--- config.mk ---
export PLATFORM = sky130hd
export DESIGN_NAME = modbus_rtu_slave_frame_handler_core
export DESIGN_NICKNAME = d
export VERILOG_FILES = /design/src/rtl/mbrtu_pkg.sv /design/src/rtl/modbus_rtu_slave_frame_handler_core.sv /design/src/rtl/mbrtu_crc_unit.sv /design/src/rtl/mbrtu_frame_buf.sv
export VERILOG_INCLUDE_DIRS = /design/src /design/src/rtl
export SDC_FILE = /design/constraint.sdc
export NUM_CORES = 1
export LEC_CHECK = 0
export ABC_AREA = 1
export ABC_CLOCK_PERIOD_IN_PS = 6200
export BUFFER_PORTS_ARGS = -buffer_cell sky130_fd_sc_hd__buf_2
export CAP_MARGIN = 40
export CORE_MARGIN = 2
export CORE_UTILIZATION = 50
export DETAILED_ROUTE_END_ITERATION = 10
export HOLD_SLACK_MARGIN = 0.12
export MAX_ROUTING_LAYER = met4
export PLACE_DENSITY = 0.68
export SYNTH_ARGS = -nofsm -noshare
export SYNTH_HDL_FRONTEND = slang
export SYNTH_SLANG_ARGS = --single-unit
--- constraint.sdc ---
create_clock -name clk -period 6.2 [get_ports clk]
set_clock_uncertainty 0.2 [all_clocks]
set_input_delay 1.86 -clock clk [delete_from_list [all_inputs] [get_ports clk]]
set_output_delay 1.86 -clock clk [all_outputs]
set_load 0.03 [all_outputs]
--- src/rtl/modbus_rtu_slave_frame_handler_core_macros.svh ---
// assertion macros for the modbus rtu slave frame handler
`ifndef MODBUS_RTU_SLAVE_FRAME_HANDLER_CORE_MACROS_SVH
`define MODBUS_RTU_SLAVE_FRAME_HANDLER_CORE_MACROS_SVH

// same-cycle implication, checked on the rising edge of clk outside reset
`define MBRTU_ASSERT_NOW(lbl, ante, cons, msg) \
  lbl: assert property (@(posedge clk) disable iff (rst) (ante) |-> (cons)) else $error(msg);

// next-cycle implication, checked on the rising edge of clk outside reset
`define MBRTU_ASSERT_NEXT(lbl, ante, cons, msg) \
  lbl: assert property (@(posedge clk) disable iff (rst) (ante) |=> (cons)) else $error(msg);

`endif

--- src/rtl/mbrtu_pkg.sv ---
// shared types and constants of the modbus rtu slave frame handler
`default_nettype none
package mbrtu_pkg;

  localparam int unsigned REG_BYTES_DEF = 2;

  localparam logic [15:0] CRC_SEED = 16'hFFFF;
  localparam logic [15:0] CRC_POLY = 16'hA001;

  localparam logic [7:0]  FUNC_WRITE_COIL = 8'h05;
  localparam logic [7:0]  FUNC_READ_HOLD  = 8'h03;
  localparam logic [7:0]  COIL_ON         = 8'hFF;
  localparam logic [7:0]  SLAVE_ADDR_RST  = 8'h01;
  localparam logic [15:0] FAN_COIL_ADDR   = 16'd8;
  localparam logic [15:0] LED_COIL_COUNT  = 16'd8;

  localparam logic [2:0]  FRAME_LAST_IDX  = 3'd7;
  localparam logic [2:0]  CRC_RX_LAST_IDX = 3'd5;
  localparam logic [2:0]  BIT_LAST        = 3'd7;

  // input item opcodes
  localparam logic OP_RX_BYTE = 1'b0;
  localparam logic OP_TEMP    = 1'b1;

  typedef struct packed {
    logic       opcode;
    logic [7:0] data_byte;
  } in_item_t;

  typedef struct packed {
    logic [7:0] tx_byte;
    logic       last_byte;
    logic [8:0] coil_bits;
  } out_item_t;

  // control of the shared crc unit
  typedef struct packed {
    logic init;
    logic step;
    logic load;
  } crc_ctl_t;

  // fixed fields of a collected request frame
  typedef struct packed {
    logic [7:0]  func;
    logic [15:0] start;
    logic [15:0] count;
    logic [7:0]  crc_lo;
    logic [7:0]  crc_hi;
  } frame_hdr_t;

endpackage
`default_nettype wire

--- src/rtl/modbus_rtu_slave_frame_handler_core.sv ---
// Received bytes and temperature items are accepted only while the sequencer is idle.
// A completed frame is checked by the bit-serial crc unit over its first six bytes.
// Read replies run the same unit over their 3 to 6 body bytes.
// Reply items, 5 to 8, leave the output register at one per cycle unless out_ready stalls.
// Synchronous reset clears the counters, sequencer, output valid, coils (leds off),
// temperature and restores slave address 1.
`default_nettype none
`include "modbus_rtu_slave_frame_handler_core_macros.svh"
module modbus_rtu_slave_frame_handler_core
  import mbrtu_pkg::*;
#(
  parameter int unsigned REG_BYTES = REG_BYTES_DEF
) (
  input  wire logic       clk,
  input  wire logic       rst,
  input  wire logic       in_valid,
  output logic            in_ready,
  input  wire in_item_t   in_data,
  output logic            out_valid,
  input  wire logic       out_ready,
  output out_item_t       out_data,
  input  wire logic       cfg_valid,
  output logic            cfg_ready,
  input  wire logic [7:0] cfg_data
);

  localparam int unsigned LimW = $clog2(REG_BYTES + 1);

  typedef enum logic [4:0] {
    S_IDLE   = 5'b00001,
    S_CRC_RX = 5'b00010,
    S_CHECK  = 5'b00100,
    S_CRC_TX = 5'b01000,
    S_SEND   = 5'b10000
  } state_t;

  state_t      state;
  logic [2:0]  idx;
  logic [2:0]  bit_idx;
  logic [2:0]  last;
  logic        echo;
  logic [7:0]  led_outputs;
  logic        fan_output;
  logic [7:0]  temperature_byte;
  logic [7:0]  slave_address;

  logic        in_fire;
  logic        rx_fire;
  logic        frame_full;
  logic [7:0]  frame_rd;
  frame_hdr_t  hdr;
  crc_ctl_t    crc_ctl;
  logic [7:0]  crc_data;
  logic [15:0] crc;
  logic [7:0]  reply_byte;
  logic [7:0]  send_byte;
  logic        send_load;
  logic        crc_ok;
  logic [16:0] cnt2;
  logic [LimW-1:0] limit;
  logic [LimW-1:0] diff;
  logic [1:0]  dcnt;

  assign in_ready  = (state == S_IDLE);
  assign cfg_ready = 1'b1;
  assign in_fire   = in_valid && in_ready;
  assign rx_fire   = in_fire && (in_data.opcode == OP_RX_BYTE);

  mbrtu_frame_buf u_frame_buf (
    .clk        (clk),
    .rst        (rst),
    .wr_en      (rx_fire),
    .wr_data    (in_data.data_byte),
    .rd_idx     (idx),
    .rd_data    (frame_rd),
    .frame_full (frame_full),
    .hdr        (hdr)
  );

  mbrtu_crc_unit u_crc_unit (
    .clk  (clk),
    .ctl  (crc_ctl),
    .data (crc_data),
    .crc  (crc)
  );

  // byte k of a read reply body: header then register bytes from start
  always_comb begin
    case (idx)
      3'd0:    reply_byte = slave_address;
      3'd1:    reply_byte = FUNC_READ_HOLD;
      3'd2:    reply_byte = {hdr.count[6:0], 1'b0};
      default: begin
        if (((hdr.start == 16'd0) && (idx == 3'd4)) ||
            ((hdr.start == 16'd1) && (idx == 3'd3))) begin
          reply_byte = temperature_byte;
        end else begin
          reply_byte = 8'h00;
        end
      end
    endcase
  end

  // crc unit control and byte source
  always_comb begin
    crc_ctl.init = (rx_fire && frame_full) ||
                   ((state == S_CHECK) && crc_ok && (hdr.func == FUNC_READ_HOLD));
    crc_ctl.step = (state == S_CRC_RX) || (state == S_CRC_TX);
    crc_ctl.load = (bit_idx == 3'd0);
    crc_data     = (state == S_CRC_RX) ? frame_rd : reply_byte;
  end

  assign crc_ok = (hdr.crc_lo == crc[7:0]) && (hdr.crc_hi == crc[15:8]);

  // number of register bytes in a read reply, at most three
  always_comb begin
    cnt2 = {hdr.count, 1'b0};
    if (cnt2 > 17'(REG_BYTES)) begin
      limit = LimW'(REG_BYTES);
    end else begin
      limit = cnt2[LimW-1:0];
    end
    diff = limit - hdr.start[LimW-1:0];
    if (hdr.start >= 16'(limit)) begin
      dcnt = 2'd0;
    end else if (diff > LimW'(3)) begin
      dcnt = 2'd3;
    end else begin
      dcnt = diff[1:0];
    end
  end

  // outgoing byte: echo, reply body or trailing crc
  always_comb begin
    if (echo) begin
      send_byte = frame_rd;
    end else if (idx == last) begin
      send_byte = crc[15:8];
    end else if (idx == last - 3'd1) begin
      send_byte = crc[7:0];
    end else begin
      send_byte = reply_byte;
    end
  end

  assign send_load = (state == S_SEND) && (!out_valid || out_ready);

  // sequencer
  always_ff @(posedge clk) begin
    if (rst) begin
      state   <= S_IDLE;
      idx     <= '0;
      bit_idx <= '0;
      last    <= '0;
      echo    <= 1'b0;
    end else begin
      unique case (state)
        S_IDLE: begin
          if (rx_fire && frame_full) begin
            state   <= S_CRC_RX;
            idx     <= '0;
            bit_idx <= '0;
          end
        end
        S_CRC_RX: begin
          bit_idx <= bit_idx + 3'd1;
          if (bit_idx == BIT_LAST) begin
            idx <= idx + 3'd1;
            if (idx == CRC_RX_LAST_IDX) begin
              state <= S_CHECK;
            end
          end
        end
        S_CHECK: begin
          idx     <= '0;
          bit_idx <= '0;
          if (!crc_ok) begin
            state <= S_IDLE;
          end else if (hdr.func == FUNC_WRITE_COIL) begin
            echo  <= 1'b1;
            last  <= FRAME_LAST_IDX;
            state <= S_SEND;
          end else if (hdr.func == FUNC_READ_HOLD) begin
            echo  <= 1'b0;
            last  <= 3'd4 + {1'b0, dcnt};
            state <= S_CRC_TX;
          end else begin
            state <= S_IDLE;
          end
        end
        S_CRC_TX: begin
          bit_idx <= bit_idx + 3'd1;
          if (bit_idx == BIT_LAST) begin
            if (idx == last - 3'd2) begin
              idx   <= '0;
              state <= S_SEND;
            end else begin
              idx <= idx + 3'd1;
            end
          end
        end
        S_SEND: begin
          if (send_load) begin
            idx <= idx + 3'd1;
            if (idx == last) begin
              state <= S_IDLE;
            end
          end
        end
        default: state <= S_IDLE;
      endcase
    end
  end

  // coil outputs, applied on a good write-coil request
  always_ff @(posedge clk) begin
    if (rst) begin
      led_outputs <= 8'hFF;
      fan_output  <= 1'b0;
    end else if ((state == S_CHECK) && crc_ok && (hdr.func == FUNC_WRITE_COIL)) begin
      if (hdr.start < LED_COIL_COUNT) begin
        led_outputs[hdr.start[2:0]] <= (hdr.count[15:8] != COIL_ON);
      end else if (hdr.start == FAN_COIL_ADDR) begin
        fan_output <= (hdr.count[15:8] == COIL_ON);
      end
    end
  end

  // temperature reading and slave address register
  always_ff @(posedge clk) begin
    if (rst) begin
      temperature_byte <= 8'h00;
      slave_address    <= SLAVE_ADDR_RST;
    end else begin
      if (in_fire && (in_data.opcode == OP_TEMP)) begin
        temperature_byte <= in_data.data_byte;
      end
      if (cfg_valid && cfg_ready) begin
        slave_address <= cfg_data;
      end
    end
  end

  // output item register
  always_ff @(posedge clk) begin
    if (rst) begin
      out_valid <= 1'b0;
    end else if (send_load) begin
      out_valid <= 1'b1;
    end else if (out_ready) begin
      out_valid <= 1'b0;
    end
  end

  always_ff @(posedge clk) begin
    if (send_load) begin
      out_data.tx_byte   <= send_byte;
      out_data.last_byte <= (idx == last);
      out_data.coil_bits <= {fan_output, led_outputs};
    end
  end

  // assertions
  `MBRTU_ASSERT_NEXT(a_frame_starts_crc, rx_fire && frame_full, state == S_CRC_RX, "frame end did not start crc check")
  `MBRTU_ASSERT_NOW(a_crc_rx_in_range, state == S_CRC_RX, idx <= CRC_RX_LAST_IDX, "crc check read past byte five")
  `MBRTU_ASSERT_NEXT(a_check_exits, state == S_CHECK, state == S_IDLE || state == S_SEND || state == S_CRC_TX, "check state did not resolve")
  `MBRTU_ASSERT_NEXT(a_last_item_ends, send_load && (idx == last), state == S_IDLE && out_valid && out_data.last_byte, "final reply item did not end the reply")

endmodule
`default_nettype wire

--- src/rtl/mbrtu_crc_unit.sv ---
// bit-serial crc-16 unit, one polynomial step per cycle while ctl.step is set
`default_nettype none
module mbrtu_crc_unit
  import mbrtu_pkg::*;
(
  input  wire logic        clk,
  input  wire crc_ctl_t    ctl,
  input  wire logic [7:0]  data,
  output logic      [15:0] crc
);

  logic [15:0] mixed;
  logic [15:0] shifted;

  // fold in the byte on its first bit, then one reflected shift
  always_comb begin
    mixed   = ctl.load ? (crc ^ {8'h00, data}) : crc;
    shifted = mixed[0] ? ((mixed >> 1) ^ CRC_POLY) : (mixed >> 1);
  end

  always_ff @(posedge clk) begin
    if (ctl.init) begin
      crc <= CRC_SEED;
    end else if (ctl.step) begin
      crc <= shifted;
    end
  end

endmodule
`default_nettype wire

--- src/rtl/mbrtu_frame_buf.sv ---
// request frame buffer: eight byte registers and the fill counter
`default_nettype none
module mbrtu_frame_buf
  import mbrtu_pkg::*;
(
  input  wire logic       clk,
  input  wire logic       rst,
  input  wire logic       wr_en,
  input  wire logic [7:0] wr_data,
  input  wire logic [2:0] rd_idx,
  output logic      [7:0] rd_data,
  output logic            frame_full,
  output frame_hdr_t      hdr
);

  logic [7:0] frame [8];
  logic [2:0] byte_count;

  // store bytes in arrival order, counter wraps after the eighth
  always_ff @(posedge clk) begin
    if (wr_en) begin
      frame[byte_count] <= wr_data;
    end
  end

  always_ff @(posedge clk) begin
    if (rst) begin
      byte_count <= '0;
    end else if (wr_en) begin
      byte_count <= byte_count + 3'd1;
    end
  end

  // this write completes the frame
  assign frame_full = (byte_count == FRAME_LAST_IDX);

  assign rd_data = frame[rd_idx];

  // fixed taps of the request fields
  always_comb begin
    hdr.func   = frame[1];
    hdr.start  = {frame[2], frame[3]};
    hdr.count  = {frame[4], frame[5]};
    hdr.crc_lo = frame[6];
    hdr.crc_hi = frame[7];
  end

endmodule
`default_nettype wire

# Word level (Yosys, flattened, before mapping)
# Memories as Yosys holds them, arrays and structs flattened. A register that Yosys moved wholly into a read port is not among the register bits.
# Cells that the tools add are included.
[word_totals]
register_bits = 78
latchBits = 0
mem_bits_rw = 64
romBits = 0
inputBits = 22
out_inout_bits = 21
mem_count = 1
[classes]
add_sub_neg = 7
n_mul = 0
n_div = 0
order_cmp = 6
eq_ne = 30
shifts = 0
mux = 42
bitwise = 4
reduce_logical = 31
[memory_table]
columns = ["memory", "depth", "word_bits", "rd", "rd_clocked_by_memory_dff", "write_ports", "line", "rtl"]
rows = [
  ["u_frame_buf.frame", 8, 8, 8, 1, 1, "mbrtu_frame_buf.sv:16", "logic [7:0] frame [8];"],
]
[op_table]
columns = ["cell", "n"]
rows = [
  ["$mux 5", 9],
  ["$mux 8", 5],
  ["$mux 16", 2],
  ["$mux 3", 9],
  ["$pmux 5 s5", 1],
  ["$pmux 8 s3", 1],
  ["$gt 17x2->1 const B", 1],
  ["$eq 16x1->1 const B", 1],
  ["$eq 16x4->1 const B", 1],
  ["$eq 8x8->1", 2],
  ["$ge 16x2->1", 1],
  ["$logic_not 16->1", 1],
  ["$lt 16x4->1 const B", 1],
  ["$xor 16x8->16", 1],
  ["$pmux 3 s5", 1],
  ["$eq 3x3->1 const B", 4],
  ["$logic_and 1x1->1", 12],
  ["$ne 2x1->1 const B", 6],
  ["$add 3x1->3 const B", 3],
  ["$eq 3x3->1", 3],
  ["$pmux 3 s3", 1],
  ["$bwmux 8", 1],
  ["$eq 8x2->1 const B", 1],
  ["$eq 8x3->1 const B", 1],
  ["34 further kinds", 51],
]

# Longest topological paths before layout
# Gate-level depths: netlist of the first run.
# An unclocked memory read counts as a cell.
[depth]
depth_word = 11
mapped_depth = 15
depth_no_buf = 15

# Modules after synthesis
# From an unflattened synthesis of the first run, not the netlist that was laid out.
[unflattened]
cells_unflattened = 968
hier_area_um2 = 7647.3
[modules_own_cells]
columns = ["module", "n_inst", "cells_each", "area_each_um2"]
rows = [
  ["modbus_rtu_slave_frame_handler_core", 1, 555, 3823.7],
  ["mbrtu_frame_buf", 1, 306, 3009.1],
  ["mbrtu_crc_unit", 1, 107, 814.5],
]

# Worst setup path after synthesis of the first run
# No wires, ideal clock.
[synth_timing]
path_kind = "input port to flip-flop"
start = "in in_valid"
end = "mem u_frame_buf.frame[1][0] (enable)"
setup_time_ns = 0.383
t_arrival_ns = 2.893
slack_ns = 2.724
cell_stages = 6
n_path_buf = 0
cell_sequence = "nand2_1 -> nor2_2 -> inv_2 -> nor2_2 -> inv_2 -> nor3_1"
[synth_via]
elab_chain_cells = 4
[synth_rtl]
columns = ["item", "line", "rtl"]
rows = [
  ["start: declaration", "modbus_rtu_slave_frame_handler_core.sv:16", "input wire logic in_valid,"],
  ["$logic_and 1x1->1", "modbus_rtu_slave_frame_handler_core.sv:66", "assign in_fire = in_valid && in_ready;"],
  ["$logic_and 1x1->1", "modbus_rtu_slave_frame_handler_core.sv:67", "assign rx_fire = in_fire && (in_data.opcode == OP_RX_BYTE);"],
  ["$mux 1", "mbrtu_frame_buf.sv:21", "if (wr_en) begin"],
  ["$mux 1 (not written as such)", "mbrtu_frame_buf.sv:22", "frame[byte_count] <= wr_data;"],
  ["end: declaration", "mbrtu_frame_buf.sv:16", ""],
]
# No other way between the ends.

# Worst setup path in the final report of the first run
[layout_timing]
start = "reg state[2]"
end = "out in_ready"
[layout_via]
elab_chain_cells = 1
[layout_rtl]
columns = ["item", "line", "rtl"]
rows = [
  ["start: declaration", "modbus_rtu_slave_frame_handler_core.sv:37", "state_t state;"],
  ["start signal: assignment", "modbus_rtu_slave_frame_handler_core.sv:151", "state <= S_IDLE;"],
  ["start signal: assignment", "modbus_rtu_slave_frame_handler_core.sv:160", "state <= S_CRC_RX;"],
  ["start signal: assignment", "modbus_rtu_slave_frame_handler_core.sv:170", "state <= S_CHECK;"],
  ["$eq 5x1->1", "modbus_rtu_slave_frame_handler_core.sv:64", "assign in_ready = (state == S_IDLE);"],
  ["end: declaration", "modbus_rtu_slave_frame_handler_core.sv:17", "output logic in_ready,"],
]
# No other way between the ends.

==> metrics.csv, run 1 <==
metric,value,unit
critPathRequiredTime,4140,ps
max_freq,282,MHz
post-route-period-util,57.2,%
dieArea,15200,um^2
worst-r2r-setup-slack,3410,ps
pin_count,43,
slew-limit-headroom,37.6,%
power.leakage,3.24,nW
area_growth,12.8,%
ys_ff_latch,145,
tns,0,ps
std_cell_rows,43,
htree_levels,4,
combPwrFrac,5.3,%
clock-sinks,145,
layout.nets,878,
async_flop_share,0,%
wl_per_cell,17.6,um
cts.hold.buffers_added,0,
grt_pass1_vias,5412,
crit_type,reg2out,
worst_slew_pin_slew,929,ps
die_w,123,um
numPortBuffers,41,
viasPerCell,5.59,
yosys-top-cells-area,"edfxtp_1 35%, dfxtp_1 18%, nand2_1 5.9%",
synthFlopType,edfxtp_1,
worstPathMaxFanout,5,
r2r_cells,10,
slew_viol_final,0,
ir_drop,172,uV
dp.cells,1001,
cts_tree,yes,
syn_area,7140,um^2
grt_pass1_wl,28200,um
drive_above_1_share,16.5,%
outcome,completed,
antenna_found_initial,0,
pwr-share-clk,45.4,%
netlist_instances,800,
internal-power,0.00167,W
clockRootBuffer,clkbuf_16,
p_per_area,268,nW/um^2
p_sw,0.000489,W
power_frac_seq,49.3,%
final_cell_area,8050,um^2
post-place-ws,2300,ps
grt-ovfl-total,0,
r2r-start,state[2]$_SDFFE_PP0P_,
clk_latency,430,ps
hp-class,reg2reg,
drc,0,
cts_resized,0,
synth_enable_flop_cells,82,
ys_warn_count,0,
yosysSeqAreaShare,52.2,%
dp_hpwl,13300,um
via_count,5792,
synth_top_area_share,34.5,%
drv_cap,0,
start_util,51.2,%
coreArea,13900,um^2
finalSetupViolations,0,
fin_cells,1036,
endpoint,in_ready,
grt_max_degree,45,
finalHoldViolCount,0,
cts_buffers,17,
clockBufferDepth,2,
final_util,57.8,%
critPathLaunch,state[2]$_SDFFE_PP0P_,
clk_pin_slew,60,ps
placed_area,7470,um^2
die_y,123,um
dr.first_iter.drc_count,504,
setup_slack,2650,ps
syn-num-nets,835,
postCtsSetupRepairBufs,0,
startpoint_type,flop,
switching_share,22.7,%
final_antenna_net_count,0,
rsz0062_at_grt,false,
routed_wl,18200,um
endpoint_kind,output port,
groute.usage.overall,25.7,%
ys_types,43,
syn_avg_cell_area,8.92,um^2
diodes,0,
cp.arrival,1490,ps
fin_crit,3550,ps
rr_endpoint,u_frame_buf.frame[1][5]$_DFFE_PP_,
drtPass1Iterations,7,
place_congestion,0.926,
yosys.area.top_type,edfxtp_1,
[cells by family after synthesis]
family | Yosys count | synth area share, %
xor gates and xnor gates | 20 | 2.56
other | 1 | 0.0526
and+or+nand+nor | 331 | 22.4
AOI/OAI and AO/OA | 167 | 13.0
DFF | 145 | 52.2
buffers and inverters | 123 | 7.51
adders and majority gates | 13 | 2.28
[worst max-delay path: stages, from the launching register on]
cell and delay, ps:
dfxtp_1 330, nor2_2 160, nand2_1 100, nor3_4 210
buf_2 250
[per-stage QoR]
step           total power, W  hold slack, ps
2_1_floorplan         0.00115             209
3_3_place_gp          0.00119             219
3_5_place_dp          0.00120             215
4_1_cts               0.00216             230
5_1_grt               0.00222             250
6_report              0.00216             229
[power groups by stage]
stage                     clock network, W   logic, W  registers [W]
after floorplan                          0  0.0000711        0.00108
after global placement                   0   0.000105        0.00108
after detailed placement                 0   0.000111        0.00108
after CTS                         0.000986   0.000112        0.00106
after global routing               0.00102   0.000127        0.00107
final                             0.000980   0.000113        0.00106
[synth_stat cells, types with 2 or more instances]
library cell and n:
nor3_1 9, dfxtp_1 63, buf_4 5, nor2_2 7, o21ai_0 63, xnor2_1 18, inv_1 82, nand3_2 15
o21ai_2 2, edfxtp_1 82, a21oi_1 57, buf_2 12, nor4_1 4, o211ai_1 13, o21ai_1 21, nand2_1 112
nand3_1 69, ha_1 13, nand3_4 2, nand2_2 6, buf_6 2, nor3_4 2, nand4_1 19, inv_2 13
nor2_1 81, clkbuf_1 7, o211ai_2 2, a21oi_2 3, or2_2 2
[sequential cells by signal, summed over array words and instances, names as in the netlist, named ones only]
signal and count:
idx 3, last 3, u_crc_unit.crc 16, slave_address 8, temperature_byte 8, out_valid 1, bit_idx 3, out_data 18
led_outputs 8, u_frame_buf.frame 64, state 5, echo 1, fan_output 1, u_frame_buf.byte_count 3
[layer usage]
metal	track usage [%]	wire length, um	vias to the layer above	share of wire (%)
li1	-	-	2816	-
met1	31.5	7840	2740	43
met2	42.1	8890	202	49
met3	4.47	1050	34	5.8
met4	10.7	424	0	2.3
met5	-	0	-	0
[layout by cell type, fill, tap and decap left out, types with 2 or more instances in the layout]
| cell type | synthesis | routed |
|---|---|---|
| nand2_1 | 112 | 112 |
| nor3_4 | 2 | 2 |
| bufinv_16 | 0 | 2 |
| nor4_1 | 4 | 4 |
| clkbuf_16 | 0 | 17 |
| nand2_2 | 6 | 6 |
| o21ai_1 | 21 | 21 |
| a21oi_2 | 3 | 3 |
| nand4_1 | 19 | 19 |
| inv_6 | 0 | 3 |
| o211ai_2 | 2 | 2 |
| or2_2 | 2 | 2 |
| o21ai_2 | 2 | 2 |
| a21oi_1 | 57 | 57 |
| xnor2_1 | 18 | 18 |
| nor2_2 | 7 | 7 |
| nand3_4 | 2 | 2 |
| buf_4 | 5 | 2 |
| o211ai_1 | 13 | 13 |
| clkinv_2 | 0 | 3 |
| o21ai_0 | 63 | 63 |
| nor3_1 | 9 | 9 |
| nand3_2 | 15 | 15 |
| nor2_1 | 81 | 81 |
| inv_2 | 13 | 13 |
| inv_1 | 82 | 82 |
| buf_2 | 12 | 48 |
| ha_1 | 13 | 13 |
| clkinv_1 | 0 | 3 |
| clkinvlp_4 | 0 | 2 |
| edfxtp_1 | 82 | 82 |
| dfxtp_1 | 63 | 63 |
| nand3_1 | 69 | 69 |
[how the worst min path moves through the flow]
stage	start	end	cells after the start
finish	led_outputs[2]$_SDFFE_PP1P_	out_data[2]$_DFFE_PP_	0
global route	led_outputs[5]$_SDFFE_PP1P_	out_data[5]$_DFFE_PP_	0
CTS	led_outputs[2]$_SDFFE_PP1P_	out_data[2]$_DFFE_PP_	0
detailed placement	led_outputs[2]$_SDFFE_PP1P_	out_data[2]$_DFFE_PP_	0
global placement	led_outputs[1]$_SDFFE_PP1P_	out_data[1]$_DFFE_PP_	0
floorplan	led_outputs[0]$_SDFFE_PP1P_	out_data[0]$_DFFE_PP_	0
[cell type report]
type,instances,area (um^2)
Sequential cell,145,3720
Multi-Input combinational cell,532,2880
Tap cell,180,225
Inverter,96,374
Clock buffer,17,425
Timing Repair Buffer,51,283
Fill cell,1215,5890
Clock inverter,15,141
Power figures use the tool's default switching activity.
==> run 2: changes to the inputs <==
--- a/config.mk
+++ b/config.mk
@@ -7,7 +7,7 @@
 export NUM_CORES = 1
 export LEC_CHECK = 0
 export ABC_AREA = 1
-export ABC_CLOCK_PERIOD_IN_PS = 6200
+export ABC_CLOCK_PERIOD_IN_PS = 3500
 export BUFFER_PORTS_ARGS = -buffer_cell sky130_fd_sc_hd__buf_2
 export CAP_MARGIN = 40
 export CORE_MARGIN = 2
==> constraint.sdc (replaced) <==
create_clock -name clk -period 3.5 [get_ports clk]
set_clock_uncertainty 0.2 [all_clocks]
set_input_delay 1.05 -clock clk [delete_from_list [all_inputs] [get_ports clk]]
set_output_delay 1.05 -clock clk [all_outputs]
set_load 0.03 [all_outputs]
==> run 2 against run 1 <==
  * Register-to-register slack got worse by 2400 ps
  * Clock power rose by 83%
  * Worst hold slack improved by 3.8 ps
  * Highest routed layer unchanged
  * Via count rose by 0.22%
  * Total power rose by 79%
  * Die area did not move
  * Critical path depth did not move
  * Critical endpoint unchanged
  * Design area rose by 0.65%
  * Sequential power rose by 77%
  * Global-route usage rose by 0.66 points
  * Largest cell class unchanged
  * Combinational power rose by 75%
==> metrics.csv, run 2 (synthesis gave the netlist of run 1 again) <==
metric,value,unit,change
cts_resized,0,,unchanged
finalSetupViolations,0,,unchanged
layout.nets,883,,was 878
worst_slew_pin_slew,668,ps,was 929 ps
grt-ovfl-total,0,,unchanged
final_cell_area,8100,um^2,was 8050 um^2
drc,0,,unchanged
coreArea,13900,um^2,unchanged
regMostFlops,u_frame_buf.frame,,unchanged
pin_count,43,,unchanged
final_util,58.1,%,was 57.8%
area_growth,13.5,%,was 12.8%
cts_tree,yes,,unchanged
drv_cap,0,,unchanged
die_y,123,um,unchanged
viasPerCell,5.58,,was 5.59
std_cell_rows,43,,unchanged
clk_pin_slew,60,ps,about the same
dr.first_iter.drc_count,496,,was 504
final_common_cell,nand2_1,,unchanged
dieArea,15200,um^2,unchanged
htree_levels,4,,unchanged
path_delay_family,simple AND/OR/NAND/NOR gates,,unchanged
tns,0,ps,unchanged
endpoint_kind,output port,,unchanged
crit_type,reg2out,,unchanged
start_util,51.2,%,unchanged
r2r-start,u_frame_buf.frame[4][7]$_DFFE_PP_,,was state[2]$_SDFFE_PP0P_
finalHoldViolCount,0,,unchanged
hp-class,reg2reg,,unchanged
post-route-period-util,77.9,%,
startpoint_type,flop,,unchanged
cts.hold.buffers_added,0,,unchanged
worst-path-buf-inv,1,,unchanged
clk_latency,430,ps,about the same
holdPathStages,0,,unchanged
p_per_area,478,nW/um^2,was 268 nW/um^2
final_antenna_net_count,0,,unchanged
slew-limit-headroom,55.3,%,was 37.6%
outcome,completed,,unchanged
clockBufferDepth,2,,unchanged
critical-path-max-stage-delay,330,ps,about the same
drive_above_1_share,17.2,%,was 16.5%
wl_per_cell,17.6,um,about the same
drtPass1Iterations,5,,was 7
rr_endpoint,last[1]$_SDFFE_PP0P_,,was u_frame_buf.frame[1][5]$_DFFE_PP_
groute.usage.overall,26.4,%,was 25.7%
placed_area,7520,um^2,was 7470 um^2
r2r_cells,9,,was 10
cts_buffers,17,,unchanged
numPortBuffers,41,,unchanged
largest_reg_flops,64,,unchanged
min_to,out_data[1]$_DFFE_PP_,,was out_data[2]$_DFFE_PP_
hold_path.startpoint,led_outputs[1]$_SDFFE_PP1P_,,was led_outputs[2]$_SDFFE_PP1P_
ir_drop,318,uV,was 172 uV
cp.arrival,1470,ps,was 1490 ps
worst-r2r-setup-slack,1060,ps,was 3410 ps
clockRootBuffer,clkbuf_16,,unchanged
grt_pass1_wl,29100,um,was 28200 um
layout_common_cells,"112 x nand2_1, 82 x inv_1, 82 x edfxtp_1",,unchanged
slew_viol_final,0,,unchanged
power.leakage,3.27,nW,was 3.24 nW
diodes,0,,unchanged
top_regs,"u_frame_buf.frame x64, out_data x18, u_crc_unit.crc x16",,unchanged
grt_max_degree,33,,was 45
grt_pass1_vias,5622,,was 5412
die_w,123,um,unchanged
routed_wl,18300,um,was 18200 um
dp.cells,1009,,was 1001
clock-sinks,145,,unchanged
path_cells,"nor2_2, nand2_1, nor3_4, buf_2",,unchanged
via_count,5805,,was 5792
dp_hpwl,13300,um,about the same
fin_cells,1041,,was 1036
postCtsSetupRepairBufs,0,,unchanged
antenna_found_initial,0,,unchanged
critPathRequiredTime,2250,ps,was 4140 ps
max_freq,367,MHz,
rsz0062_at_grt,false,,unchanged
worstPathMaxFanout,5,,unchanged
slowest_stage,dfxtp_1,,unchanged
place_congestion,0.974,,was 0.926
fin_crit,2720,ps,
-- run 2: cell count changes in the layout (fill, tap and decap cells not counted), sizes merged --
| cell | previous run | this run |
|---|---|---|
| buf | 51 | 56 |
| clkinvlp | 3 | 2 |
| clkinv | 7 | 6 |
| clkbuf | 17 | 18 |
| inv | 98 | 99 |
-- run 2: worst max path at each step --
stage / slack, ps / to / cells past startpoint / startpoint
floorplan: 830 / u_frame_buf.frame[1][0]$_DFFE_PP_ / 6 / in_valid
global placement: 900 / u_frame_buf.frame[3][3]$_DFFE_PP_ / 8 / in_valid
detailed placement: 870 / u_frame_buf.frame[7][2]$_DFFE_PP_ / 8 / in_valid
CTS: 760 / in_ready / 4 / state[2]$_SDFFE_PP0P_
global route: 690 / in_ready / 4 / state[3]$_SDFFE_PP0P_
finish: 780 / in_ready / 4 / state[2]$_SDFFE_PP0P_
-- run 2: area by class of cell --
class | instances | area [um^2]
Tap cell | 180 | 225
Inverter | 96 | 374
Multi-Input combinational cell | 532 | 2880
Clock buffer | 18 | 429
Timing Repair Buffer | 56 | 318
Fill cell | 1246 | 5830
Sequential cell | 145 | 3720
Clock inverter | 14 | 155
-- run 2: power by group --
group	switching [W]	internal, W	leakage, nW
clock	0.000730	0.00106	0.282
combinational	0.000125	0.0000726	1.74
sequential	0.0000430	0.00184	1.25
total	0.000898	0.00297	3.27
-- run 2: through the flow --
stage | worst slack, ps | power (W) | hold WS (ps)
6_report | 775 | 0.00387 | 233
4_1_cts | 761 | 0.00389 | 233
3_5_place_dp | 870 | 0.00211 | 218
2_1_floorplan | 834 | 0.00203 | 209
3_3_place_gp | 904 | 0.00211 | 219
5_1_grt | 691 | 0.00399 | 249
-- run 2: metal layers --
metal / global-route usage, % / routed length, um / up-vias
met5: - / 0 / -
li1: - / - / 2831
met4: 11.5 / 602 / 0
met1: 33.2 / 8160 / 2755
met3: 4.94 / 811 / 48
met2: 41.7 / 8710 / 171
